==> src/hw/rtl/fts_pkg.sv <==
// Shared types, character codes and default parameters for the format token scanner.
package fts_pkg;

    // Default sizing of the scanner.
    localparam int MAX_LEN_DEF   = 65536;
    localparam int MAX_DEPTH_DEF = 255;
    localparam int ID_BITS_DEF   = 32;

    // Characters with a meaning in the format string.
    localparam logic [7:0] CH_LBRACE = 8'h7B;
    localparam logic [7:0] CH_RBRACE = 8'h7D;
    localparam logic [7:0] CH_COLON  = 8'h3A;
    localparam logic [7:0] CH_BSLASH = 8'h5C;

    // Token gathering modes, one-hot.
    typedef enum logic [6:0] {
        GS_FRESH          = 7'b0000001,
        GS_GATHERING_MODE = 7'b0000010,
        GS_GATHERED_MODE  = 7'b0000100,
        GS_GATHERED_ID    = 7'b0001000,
        GS_GATHERING_DATA = 7'b0010000,
        GS_GARBAGE        = 7'b0100000,
        GS_GATHERING_ID   = 7'b1000000
    } gs_t;

    // One reported token.
    typedef struct packed {
        logic [31:0] token_id;
        logic [15:0] full_start;
        logic [16:0] full_end;
        logic [15:0] mode_start;
        logic [16:0] data_start;
        logic [15:0] data_end;
    } fts_result_t;

endpackage

==> src/hw/rtl/fts_step.sv <==
// Next-state and token report logic for one scanned byte.
module fts_step
    import fts_pkg::*;
#(
    parameter int MAX_LEN   = MAX_LEN_DEF,
    parameter int MAX_DEPTH = MAX_DEPTH_DEF,
    parameter int ID_BITS   = ID_BITS_DEF,
    parameter int PW        = $clog2(MAX_LEN),
    parameter int DW        = $clog2(MAX_DEPTH + 1)
)
(
    input  logic [7:0]         ch,
    input  logic               first,
    input  logic [PW-1:0]      pos,
    input  logic [DW-1:0]      depth,
    input  logic               esc,
    input  gs_t                gs,
    input  logic [ID_BITS-1:0] id,
    input  logic [15:0]        open_off,
    input  logic [15:0]        mode_off,
    input  logic [16:0]        colon_off,
    input  logic [15:0]        close_off,
    output logic [PW-1:0]      pos_next,
    output logic [DW-1:0]      depth_next,
    output logic               esc_next,
    output gs_t                gs_next,
    output logic [ID_BITS-1:0] id_next,
    output logic [15:0]        open_next,
    output logic [15:0]        mode_next,
    output logic [16:0]        colon_next,
    output logic [15:0]        close_next,
    output logic               emit,
    output fts_result_t        result
);

    // State as seen by this byte: the first byte of a string starts from reset values.
    logic [PW-1:0]      pos_e;
    logic [DW-1:0]      depth_e;
    logic               esc_e;
    gs_t                gs_e;
    logic [ID_BITS-1:0] id_e;
    logic [15:0]        open_e;
    logic [15:0]        mode_e;
    logic [16:0]        colon_e;
    logic [15:0]        close_e;

    assign pos_e   = first ? '0 : pos;
    assign depth_e = first ? '0 : depth;
    assign esc_e   = first ? 1'b0 : esc;
    assign gs_e    = first ? GS_FRESH : gs;
    assign id_e    = first ? '0 : id;
    assign open_e  = first ? '0 : open_off;
    assign mode_e  = first ? '0 : mode_off;
    assign colon_e = first ? '0 : colon_off;
    assign close_e = first ? '0 : close_off;

    // Byte offsets in the output widths.
    logic [PW+16:0] pos_wide;
    logic [PW+16:0] pos_p1_wide;
    logic [15:0]    pos16;
    logic [16:0]    pos_p1;

    assign pos_wide    = (PW+17)'(pos_e);
    assign pos_p1_wide = pos_wide + (PW+17)'(1);
    assign pos16       = pos_wide[15:0];
    assign pos_p1      = pos_p1_wide[16:0];

    // Decimal accumulate: id * 10 + digit, with overflow past ID_BITS.
    logic                 is_digit;
    logic [3:0]           dval;
    logic [ID_BITS+3:0]   acc_wide;
    logic                 acc_ovf;
    logic [ID_BITS+31:0]  id_wide;

    assign is_digit = (ch >= 8'h30) && (ch <= 8'h39);
    assign dval     = ch[3:0];
    assign acc_wide = ((ID_BITS+4)'(id_e) << 3) + ((ID_BITS+4)'(id_e) << 1)
                    + (ID_BITS+4)'(dval);
    assign acc_ovf  = |acc_wide[ID_BITS+3:ID_BITS];
    assign id_wide  = (ID_BITS+32)'(id_e);

    // Per-byte scan rules.
    always_comb
    begin
        logic          digit_taken;
        logic [DW-1:0] depth_dec;

        pos_next    = (pos_e < PW'(MAX_LEN - 1)) ? pos_e + PW'(1) : pos_e;
        depth_next  = depth_e;
        esc_next    = esc_e;
        gs_next     = gs_e;
        id_next     = id_e;
        open_next   = open_e;
        mode_next   = mode_e;
        colon_next  = colon_e;
        close_next  = close_e;
        emit        = 1'b0;
        result      = '0;
        digit_taken = 1'b0;
        depth_dec   = (depth_e != '0) ? depth_e - DW'(1) : '0;

        // A digit run in progress consumes digits before anything else.
        if (gs_e == GS_GATHERING_ID)
        begin
            if (is_digit)
            begin
                digit_taken = 1'b1;
                if (acc_ovf)
                begin
                    id_next = '0;
                    gs_next = GS_GARBAGE;
                end
                else
                begin
                    id_next = acc_wide[ID_BITS-1:0];
                end
            end
            else
            begin
                gs_next = GS_GATHERED_ID;
            end
        end

        if (!digit_taken)
        begin
            if (esc_e)
            begin
                esc_next = 1'b0;
            end
            else if (ch == CH_BSLASH)
            begin
                esc_next = 1'b1;
            end
            else if (ch == CH_LBRACE)
            begin
                // An outermost open brace starts a new token.
                if (depth_e < DW'(MAX_DEPTH))
                begin
                    depth_next = depth_e + DW'(1);
                    if (depth_e == '0)
                    begin
                        gs_next    = GS_FRESH;
                        id_next    = '0;
                        open_next  = pos16;
                        mode_next  = '0;
                        colon_next = '0;
                        close_next = '0;
                    end
                end
            end
            else if (ch == CH_COLON && depth_e == DW'(1))
            begin
                if (gs_next == GS_FRESH || gs_next == GS_GATHERED_MODE)
                begin
                    gs_next = GS_GARBAGE;
                end
                else
                begin
                    gs_next = GS_GATHERING_DATA;
                end
                colon_next = pos_p1;
            end
            else if (ch == CH_RBRACE)
            begin
                // A close brace leaving depth zero reports the token unless it is garbage.
                depth_next = depth_dec;
                if (depth_dec == '0)
                begin
                    if (gs_next == GS_GATHERING_DATA)
                    begin
                        close_next = pos16;
                    end
                    else if (gs_next == GS_FRESH)
                    begin
                        gs_next = GS_GARBAGE;
                    end
                    if (gs_next != GS_GARBAGE)
                    begin
                        emit              = 1'b1;
                        result.token_id   = id_wide[31:0];
                        result.full_start = open_e;
                        result.full_end   = pos_p1;
                        result.mode_start = mode_e;
                        result.data_start = colon_e;
                        result.data_end   = close_next;
                    end
                end
            end
            else if (gs_next == GS_FRESH)
            begin
                if (is_digit)
                begin
                    id_next = ID_BITS'(dval);
                    gs_next = GS_GATHERING_ID;
                end
                else
                begin
                    mode_next = pos16;
                    gs_next   = GS_GATHERING_MODE;
                end
            end
        end
    end

endmodule

==> src/hw/rtl/format_token_scanner_core.sv <==
// Top level of the format token scanner: input register, scan state and result register.
// The report of a byte in the input register is loaded into the result register on advance.
// One byte per cycle unless a report waits under stall; the scan state feedback is combinational.
// While a report waits under stall, the input register still takes one byte if it is empty.
// Reset (rst_n low, asynchronous) empties both registers and clears the scan state;
// a byte with first set restarts the scan state for a new string.
module format_token_scanner_core
    import fts_pkg::*;
#(
    parameter int MAX_LEN   = MAX_LEN_DEF,
    parameter int MAX_DEPTH = MAX_DEPTH_DEF,
    parameter int ID_BITS   = ID_BITS_DEF
)
(
    input  logic        clk,
    input  logic        rst_n,
    input  logic        in_valid,
    output logic        in_stall,
    input  logic [7:0]  ch,
    input  logic        first,
    output logic        out_valid,
    input  logic        out_stall,
    output logic [31:0] token_id,
    output logic [15:0] full_start,
    output logic [16:0] full_end,
    output logic [15:0] mode_start,
    output logic [16:0] data_start,
    output logic [15:0] data_end
);

    localparam int PW = $clog2(MAX_LEN);
    localparam int DW = $clog2(MAX_DEPTH + 1);

    // Input stage.
    logic       in_vld_reg;
    logic [7:0] ch_reg;
    logic       first_reg;

    // Scan state.
    logic [PW-1:0]      pos_reg;
    logic [DW-1:0]      depth_reg;
    logic               esc_reg;
    gs_t                gs_reg;
    logic [ID_BITS-1:0] id_reg;
    logic [15:0]        open_reg;
    logic [15:0]        mode_reg;
    logic [16:0]        colon_reg;
    logic [15:0]        close_reg;

    logic [PW-1:0]      pos_next;
    logic [DW-1:0]      depth_next;
    logic               esc_next;
    gs_t                gs_next;
    logic [ID_BITS-1:0] id_next;
    logic [15:0]        open_next;
    logic [15:0]        mode_next;
    logic [16:0]        colon_next;
    logic [15:0]        close_next;

    // Result stage.
    logic        out_vld_reg;
    fts_result_t res_reg;
    fts_result_t res_next;
    logic        emit;

    logic advance;
    logic step;

    // The input stage moves on whenever the result register is free or being drained.
    assign advance  = !out_vld_reg || !out_stall;
    assign step     = in_vld_reg && advance;
    assign in_stall = in_vld_reg && !advance;

    fts_step #(
        .MAX_LEN   (MAX_LEN),
        .MAX_DEPTH (MAX_DEPTH),
        .ID_BITS   (ID_BITS),
        .PW        (PW),
        .DW        (DW)
    ) u_step (
        .ch         (ch_reg),
        .first      (first_reg),
        .pos        (pos_reg),
        .depth      (depth_reg),
        .esc        (esc_reg),
        .gs         (gs_reg),
        .id         (id_reg),
        .open_off   (open_reg),
        .mode_off   (mode_reg),
        .colon_off  (colon_reg),
        .close_off  (close_reg),
        .pos_next   (pos_next),
        .depth_next (depth_next),
        .esc_next   (esc_next),
        .gs_next    (gs_next),
        .id_next    (id_next),
        .open_next  (open_next),
        .mode_next  (mode_next),
        .colon_next (colon_next),
        .close_next (close_next),
        .emit       (emit),
        .result     (res_next)
    );

    // Input register: loads on every input transfer.
    always_ff @(posedge clk or negedge rst_n)
    begin
        if (!rst_n)
        begin
            in_vld_reg <= 1'b0;
        end
        else if (!in_stall)
        begin
            in_vld_reg <= in_valid;
        end
    end

    always_ff @(posedge clk)
    begin
        if (in_valid && !in_stall)
        begin
            ch_reg    <= ch;
            first_reg <= first;
        end
    end

    // Scan state update, one byte per step.
    always_ff @(posedge clk or negedge rst_n)
    begin
        if (!rst_n)
        begin
            pos_reg   <= '0;
            depth_reg <= '0;
            esc_reg   <= 1'b0;
            gs_reg    <= GS_FRESH;
            id_reg    <= '0;
            open_reg  <= '0;
            mode_reg  <= '0;
            colon_reg <= '0;
            close_reg <= '0;
        end
        else if (step)
        begin
            pos_reg   <= pos_next;
            depth_reg <= depth_next;
            esc_reg   <= esc_next;
            gs_reg    <= gs_next;
            id_reg    <= id_next;
            open_reg  <= open_next;
            mode_reg  <= mode_next;
            colon_reg <= colon_next;
            close_reg <= close_next;
        end
    end

    // Result register: holds a report until its output transfer.
    always_ff @(posedge clk or negedge rst_n)
    begin
        if (!rst_n)
        begin
            out_vld_reg <= 1'b0;
        end
        else if (advance)
        begin
            out_vld_reg <= step && emit;
        end
    end

    always_ff @(posedge clk)
    begin
        if (step && emit)
        begin
            res_reg <= res_next;
        end
    end

    assign out_valid  = out_vld_reg;
    assign token_id   = res_reg.token_id;
    assign full_start = res_reg.full_start;
    assign full_end   = res_reg.full_end;
    assign mode_start = res_reg.mode_start;
    assign data_start = res_reg.data_start;
    assign data_end   = res_reg.data_end;

endmodule

==> config.mk <==
export PLATFORM = sky130hd
export DESIGN_NAME = format_token_scanner_core
export DESIGN_NICKNAME = d
export VERILOG_FILES = /design/src/hw/rtl/fts_pkg.sv /design/src/hw/rtl/fts_step.sv /design/src/hw/rtl/format_token_scanner_core.sv
export SDC_FILE = /design/constraint.sdc
export NUM_CORES = 1
export LEC_CHECK = 0
export BUFFER_PORTS_ARGS = -buffer_cell sky130_fd_sc_hd__buf_4
export CORE_ASPECT_RATIO = 0.9
export CORE_MARGIN = 2
export CORE_UTILIZATION = 40
export CTS_CLUSTER_DIAMETER = 100
export DETAILED_ROUTE_END_ITERATION = 7
export HOLD_SLACK_MARGIN = 0.08
export PLACE_DENSITY_LB_ADDON = 0.25
export RECOVER_POWER = 100
export SLEW_MARGIN = 0
export SYNTH_ARGS = -nofsm -noshare
export SYNTH_HDL_FRONTEND = slang
export SYNTH_SLANG_ARGS = --single-unit
==> constraint.sdc <==
create_clock -name clk -period 11.6 [get_ports clk]
set_input_delay 0 -clock clk [delete_from_list [all_inputs] [get_ports clk]]
set_output_delay 0 -clock clk [all_outputs]
set_load 0.1 [all_outputs]
Word level (Yosys, flattened, before mapping) --
Cells that the tools add are included.
Word-level totals: output and inout port bits 116, flip-flop bits (word level) 254, input port bits 13, word-level logic and storage cells 160
Cells by class: $add $sub $neg 6, bitwise operators 3, eq/ne operators 10, $lt $le $gt $ge 4, muxes and demuxes 101, reduce and logical (&&, ||, !) cells 17
Operator list (count):
- 2-to-1 mux 16 bit | 31
- 2-to-1 mux 32 bit | 14
- 2-to-1 mux 7 bit | 24
- 2-to-1 mux 17 bit | 8
- 2-to-1 mux 8 bit | 9
- adder 35 x 33 -> 36 bit | 1
- adder 36 x 4 -> 36 bit | 1
- == test 8 x 7 -> 1 bit, second input constant | 3
- adder 16 x 1 -> 17 bit, second input constant | 1
- adder 16 x 1 -> 16 bit, second input constant | 1
- logical NOT 8 bit | 2
- less-than comparator 16 bit, second input constant | 1
- 2-to-1 mux 1 bit | 14
- adder 8 x 1 -> 8 bit, second input constant | 1
- == test 8 x 1 -> 1 bit, second input constant | 1
- == test 8 x 6 -> 1 bit, second input constant | 1
- greater-or-equal comparator 8 x 6 -> 1 bit, second input constant | 1
- <= comparator 8 x 6 -> 1 bit, second input constant | 1
- less-than comparator 8 bit, second input constant | 1
- nonzero test 8 bit | 1
- OR reduction 8 bit | 1
- subtractor 8 x 1 -> 8 bit, second input constant | 1
- == test 7 x 1 -> 1 bit, second input constant | 1
- == test 7 x 3 -> 1 bit, second input constant | 1
- other kinds (9) | 20

Longest topological paths before layout --
word-level depth 27, gate-level depth with buffers 19, gate-level depth less buffers 13

Modules after synthesis --
A second synthesis with hierarchy kept.
Unflattened totals: cell total of the unflattened synthesis 1424, area, all modules 15627.5 µm²
Modules (own cells, without submodules):
- format_token_scanner_core | cells an instance 406, area each 9148.8 µm², seq. area each 6972.9 µm², times used 1
- fts_step | cells an instance 1018, area each 6478.7 µm², seq. area each 0.0 µm², times used 1

Worst setup path before layout --
Ideal clock, no wire load.
kind flip-flop to flip-flop, from reg first_reg, to reg res_reg, in the netlist data_end[0], enable pin, clock period less this slack 8.081 ns, stages on the path, launching flop included 19, data arrival time 7.568 ns, data required time 11.087 ns, buffers on the path 7, slack 3.519 ns, setup time 0.513 ns, cell sequence edfxtp_1 > clkbuf_1 > buf_2 > buf_1 > buf_1 > clkbuf_1 > nor2b_1 > ha_1 > ha_1 > and2_1 > a221o_1 > o21a_1 > o32ai_1 > o21ba_2 > a211oi_1 > nand4_1 > buf_4 > buf_6 > a21oi_2
Between the ends: longest elaborated chain between the ends 27, elaborated cells on any way between the ends 39, those cells by class 3 x add/sub; 5 x eq/ne; 26 x mux; 5 x reduce/logical
RTL lines:
- from (decl) | RTL line format_token_scanner_core.sv:37 | logic first_reg;
- from (signal assigned) | RTL line format_token_scanner_core.sv:123 | first_reg <= first;
- 2-to-1 mux 32 bit * | RTL line fts_step.sv:51 | assign id_e = first ? '0 : id;
- named net u_step.id_e[28] | RTL line fts_step.sv:41 | logic [ID_BITS-1:0] id_e;
- adder 35 x 33 -> 36 bit * | RTL line fts_step.sv:77 | assign acc_wide = ((ID_BITS+4)'(id_e) << 3) + ((ID_BITS+4)'(id_e) << 1)
- adder 36 x 4 -> 36 bit * | RTL line fts_step.sv:78 | + (ID_BITS+4)'(dval);
- OR reduction 4 bit * | RTL line fts_step.sv:79 | assign acc_ovf = |acc_wide[ID_BITS+3:ID_BITS];
- 2-to-1 mux 7 bit * | RTL line fts_step.sv:108 | if (acc_ovf)
- 2-to-1 mux 7 bit * | RTL line fts_step.sv:105 | if (is_digit)
- 2-to-1 mux 7 bit * | RTL line fts_step.sv:103 | if (gs_e == GS_GATHERING_ID)
- [... 12 more ...]
- 2-to-1 mux 1 bit * | RTL line fts_step.sv:167 | if (depth_dec == '0)
- 2-to-1 mux 1 bit * | RTL line fts_step.sv:163 | else if (ch == CH_RBRACE)
- 2-to-1 mux 1 bit * | RTL line fts_step.sv:151 | else if (ch == CH_COLON && depth_e == DW'(1))
- 2-to-1 mux 1 bit * | RTL line fts_step.sv:134 | else if (ch == CH_LBRACE)
- 2-to-1 mux 1 bit * | RTL line fts_step.sv:130 | else if (ch == CH_BSLASH)
- 2-to-1 mux 1 bit * | RTL line fts_step.sv:126 | if (esc_e)
- 2-to-1 mux 1 bit * | RTL line fts_step.sv:124 | if (!digit_taken)
- logical AND 1 bit * | RTL line format_token_scanner_core.sv:171 | if (step && emit)
- to (signal assigned) | RTL line format_token_scanner_core.sv:173 | res_reg <= res_next;
- to (decl) | RTL line format_token_scanner_core.sv:62 | fts_result_t res_reg;
Mark *: on every way through the listed nets, which the timed path passes. The rest lies on a longest branch. The select of a mux whose other input is x is not followed. A chain may end at the register's enable or synchronous reset.

Final worst setup path --
from reg first_reg, to reg res_reg, in the netlist token_id[6] (data pin)
Between the ends: longest elaborated chain between the ends 20, elaborated cells on any way between the ends 33, those cells by class 3 x add/sub; 5 x eq/ne; 18 x mux; 2 x bitwise; 5 x reduce/logical
RTL lines:
- 2-to-1 mux 32 bit | RTL line fts_step.sv:51
- adder 35 x 33 -> 36 bit | RTL line fts_step.sv:77
- adder 36 x 4 -> 36 bit | RTL line fts_step.sv:78
- OR reduction 4 bit | RTL line fts_step.sv:79
- 2-to-1 mux 7 bit | RTL line fts_step.sv:108
- 2-to-1 mux 7 bit | RTL line fts_step.sv:105
- 2-to-1 mux 7 bit | RTL line fts_step.sv:103
- == test 7 x 1 -> 1 bit | RTL line fts_step.sv:173 | else if (gs_next == GS_FRESH)
- [... 4 more ...]
- 2-to-1 mux 7 bit | RTL line fts_step.sv:151
- 2-to-1 mux 7 bit | RTL line fts_step.sv:134
- 2-to-1 mux 7 bit | RTL line fts_step.sv:130
- 2-to-1 mux 7 bit | RTL line fts_step.sv:126
- 2-to-1 mux 7 bit | RTL line fts_step.sv:124
- inequality test 7 x 6 -> 1 bit | RTL line fts_step.sv:177 | if (gs_next != GS_GARBAGE)
- inverter 1 bit (no source line)
- OR reduction 8 bit (no source line)
Parallel ways exist; a longest one is shown, timed or not. The select of a mux whose other input is x is not followed.

==> run_results.csv <==
group,metric,value,unit
sta,fin_worst_skew,0.01213,ns
power_and_ir_drop,swShare,25.70,%
final_layout,nets,1706,
cts,cts_resized,0,
logic_synthesis,synth_edf_count,123,
floorplanning,core-area,0.03697,mm^2
power_and_ir_drop,peakVddDrop,134.8,uV
power_and_ir_drop,p_leak,0.006391,uW
logic_synthesis,synth_largest_area_cell,"edfxtp_1",
power_and_ir_drop,p_int,1567,uW
logic_synthesis,async_flop_share,51.57,%
grt,grt_use_total,21.46,%
final_layout,ff_latch_area,0.006973,mm^2
hold_path,hold_depth,2,
floorplanning,num_rows,67,
worst_setup_path,rr_worst_depth,15,
sta,min_period,7.627,ns
cts,cts_tree,"built",
cts,htree_levels,1,
floorplanning,dieWidth,207.4,um
logic_synthesis,synthFlopType,"dfrtp_1",
sta,hold_violations,0,
final_layout,antenna_cells,0,
sta,max_freq,0.1311,GHz
worst_setup_path,cp-start-kind,"flip-flop",
power_and_ir_drop,pwr-share-clk,44.3,%
logic_synthesis,syn_area_per_cell,9.618,um^2
logic_synthesis,syn_area,0.01489,mm^2
hold_path,hold_class,"input pin to flip-flop",
cts,post-cts-setup-buffer-count,0,
sta,slew_headroom,-196.5,%
final_layout,fillCellCount,3679,
placement,gp_congestion,0.8699,
sta,hold_slack,0.1643,ns
worst_setup_path,worstSetupEndpointType,"flip-flop",
final_layout,drive_above_1_share,6.675,%
grt,antenna_found_initial,0,
cts,clk_pin_slew_worst_paths,0.06,ns
sta,fin_crit_sh,65.75,%
worst_setup_path,reg2reg_slack,3.97,ns
drt,wl,42160,um
cts,clock_latency,0.58,ns
cts,cts_buffers,29,
drt,drc,0,
worst_setup_path,reg2reg_from,"first_reg$_DFFE_PP_",
job,maxCapViolations,8,
sta,rsz0062_at_grt,"false",
logic_synthesis,postSynthCellCount,1548,
drt,vias_per_cell,5.880,
worst_setup_path,worstPathMaxFanout,79,
hold_path,whs_endpoint,"ch_reg[0]$_DFFE_PP_",
final_layout,area_growth_syn_to_layout,11.42,%
cts,hold_buffers,15,
sta,tightest_slew,4.448,ns
final_layout,fin_cells,2131,
logic_synthesis,synthesis.nets,1629,
cts,ctsRootBufferMaster,"clkbuf_16",
power_and_ir_drop,seqPwrFrac,47.4,%
worst_setup_path,critPathArrivalTime,7.91,ns
grt,overflow,0,
final_layout,multiInputGateArea,0.007138,mm^2
sta,drv_slew,314,
grt,grt_pass1_wl,68000,um
logic_synthesis,seq_area_frac_synth,46.83,%
floorplanning,start_util,40.27,%
placement,io_buffers,128,
logic_synthesis,ys_seq_elements,254,
cts,cts_sinks,254,
floorplanning,design.die.area,0.03878,mm^2
logic_synthesis,synth_warnings,0,
outcome,violations,"capacitance limit, slew limit",
sta,setup_viol,0,
floorplanning,io_pins,129,
final_layout,final_util,44.87,%
drt,antenna_left,0,
grt,grt_start_max_net_pins,80,
drt,drt-initial-drc-count,1004,
power_and_ir_drop,comb_power_share,8.3,%
grt,grt_pass1_vias,12079,
floorplanning,fp.dieH,187.0,um
placement,dp_hpwl,28240,um
drt,routed-via-count,12531,
logic_synthesis,yosysUniqueCellTypes,81,
worst_setup_path,path_class,"flip-flop to flip-flop",
power_and_ir_drop,powerDensity,127.1,mW/mm^2
worst_setup_path,crit_required,11.89,ns
cts,cts_buffer_depth,3,
logic_synthesis,ys_top_cells_by_area,"edfxtp_1, dfrtp_1, ha_1",
outcome,status,"finished, violations left",
drt,dr.pass1.iters,5,
sta,setup-tns-final,0,ns
hold_path,hp-start,"ch[0]",
placement,dp_cells,2062,
logic_synthesis,synth_top_area_share,24.81,%
worst_setup_path,r2r_end,"token_id[6]$_SDFFCE_PP0P_",
power_and_ir_drop,p_sw,541.8,uW
drt,wl_per_cell,19.78,um
power by group through the flow:
| stage | clock network, uW | logic (uW) | registers (uW) |
|---|---|---|---|
| after floorplan | 0 | 132 | 1000 |
| after global placement | 0 | 175 | 1020 |
| after detailed placement | 0 | 177 | 1020 |
| after CTS | 956 | 183 | 999 |
| after global routing | 995 | 193 | 1000 |
| final | 934 | 174 | 1000 |
placed cells by master (no fill, tap or decap), drive strengths merged, types with 15 or more instances in the layout:
master and n:
xnor2 16, edfxtp 123, clkbuf 169, ha 67, a22o 31, and2 29, nor2 60, xor2 23
dfrtp 130, buf 18, inv 32, nand3 140, a21oi 201, nand2 157, nor2b 42, nand4 23
mux2 15, o21ai 120, a211oi 17
cells in the mapped netlist, types with 42 or more instances:
| master | count |
|---|---|
| nand2_1 | 157 |
| a21oi_1 | 151 |
| nand3_1 | 140 |
| dfrtp_1 | 130 |
| edfxtp_1 | 123 |
| o21ai_0 | 88 |
| clkbuf_1 | 75 |
| ha_1 | 67 |
| nor2_1 | 60 |
| a21oi_2 | 50 |
| nor2b_1 | 42 |
kinds of logic (layout without fill, tap and decap cells):
family                     after synthesis  count (layout)  share of synthesized area (%)
AOI/OAI and AO/OA                      497             497                          21.93
and+or+nand+nor                        524             524                          17.45
xor gates and xnor gates                39              39                          2.294
buffers and inverters                  146             246                          4.252
DFF                                    254             254                          46.83
adders and majority gates               68              68                          5.765
muxes                                   20              20                          1.471
final cells by class:
cell class | count | area share, %
repair buffers | 164 | 4.850
well taps | 483 | 3.643
inverters | 28 | 0.6335
multi-input cells | 1148 | 43.03
flip-flops and latches | 254 | 42.03
clock buffers | 37 | 4.676
clock inverters | 17 | 1.139
routing by layer:
layer  vias to the layer above  wire length [um]  global-route usage (%)
met1                      6126             19300                   30.30
met2                       417             19100                   33.91
met5                         -                 0                       0
met3                        71              2563                   3.811
met4                         0              1195                   6.044
li1                       5917                 -                       -
metrics by stage:
step                      instance area, um^2  setup slack (ns)  power [uW]
after floorplan                         14890             3.519        1133
after global routing                    16590             3.293        2192
after CTS                               17260             5.553        2137
after global placement                  16120             5.652        1190
final                                   16590             3.973        2108
after detailed placement                16120             5.588        1194
critical path, cell delays in order, from the launching register on:
cell and delay, ns:
edfxtp_1 0.32, buf_4 0.32, clkbuf_1 2.06, nor2b_1 0.70, ha_1 0.54, ha_1 0.39
and2_0 0.22, a221o_1 0.36, o21a_1 0.22, o21a_1 0.18, a211oi_1 0.32, a211oi_1 0.12
nand4_1 0.18, buf_4 0.39, buf_4 0.78, a21oi_1 0.19
worst max-delay path by stage:
stage | startpoint | endpoint | slack (ns) | cells past startpoint
6_report | first_reg$_DFFE_PP_ | token_id[6]$_SDFFCE_PP0P_ | 3.97 | 15
5_1_grt | first_reg$_DFFE_PP_ | full_start[2]$_SDFFCE_PP0P_ | 3.29 | 15
4_1_cts | first_reg$_DFFE_PP_ | full_start[8]$_SDFFCE_PP0P_ | 5.55 | 16
3_5_place_dp | first_reg$_DFFE_PP_ | token_id[6]$_SDFFCE_PP0P_ | 5.59 | 16
3_3_place_gp | first_reg$_DFFE_PP_ | token_id[27]$_SDFFCE_PP0P_ | 5.65 | 16
2_1_floorplan | first_reg$_DFFE_PP_ | data_end[0]$_SDFFCE_PP0P_ | 3.52 | 18
(Power assumes the default switching activity.)
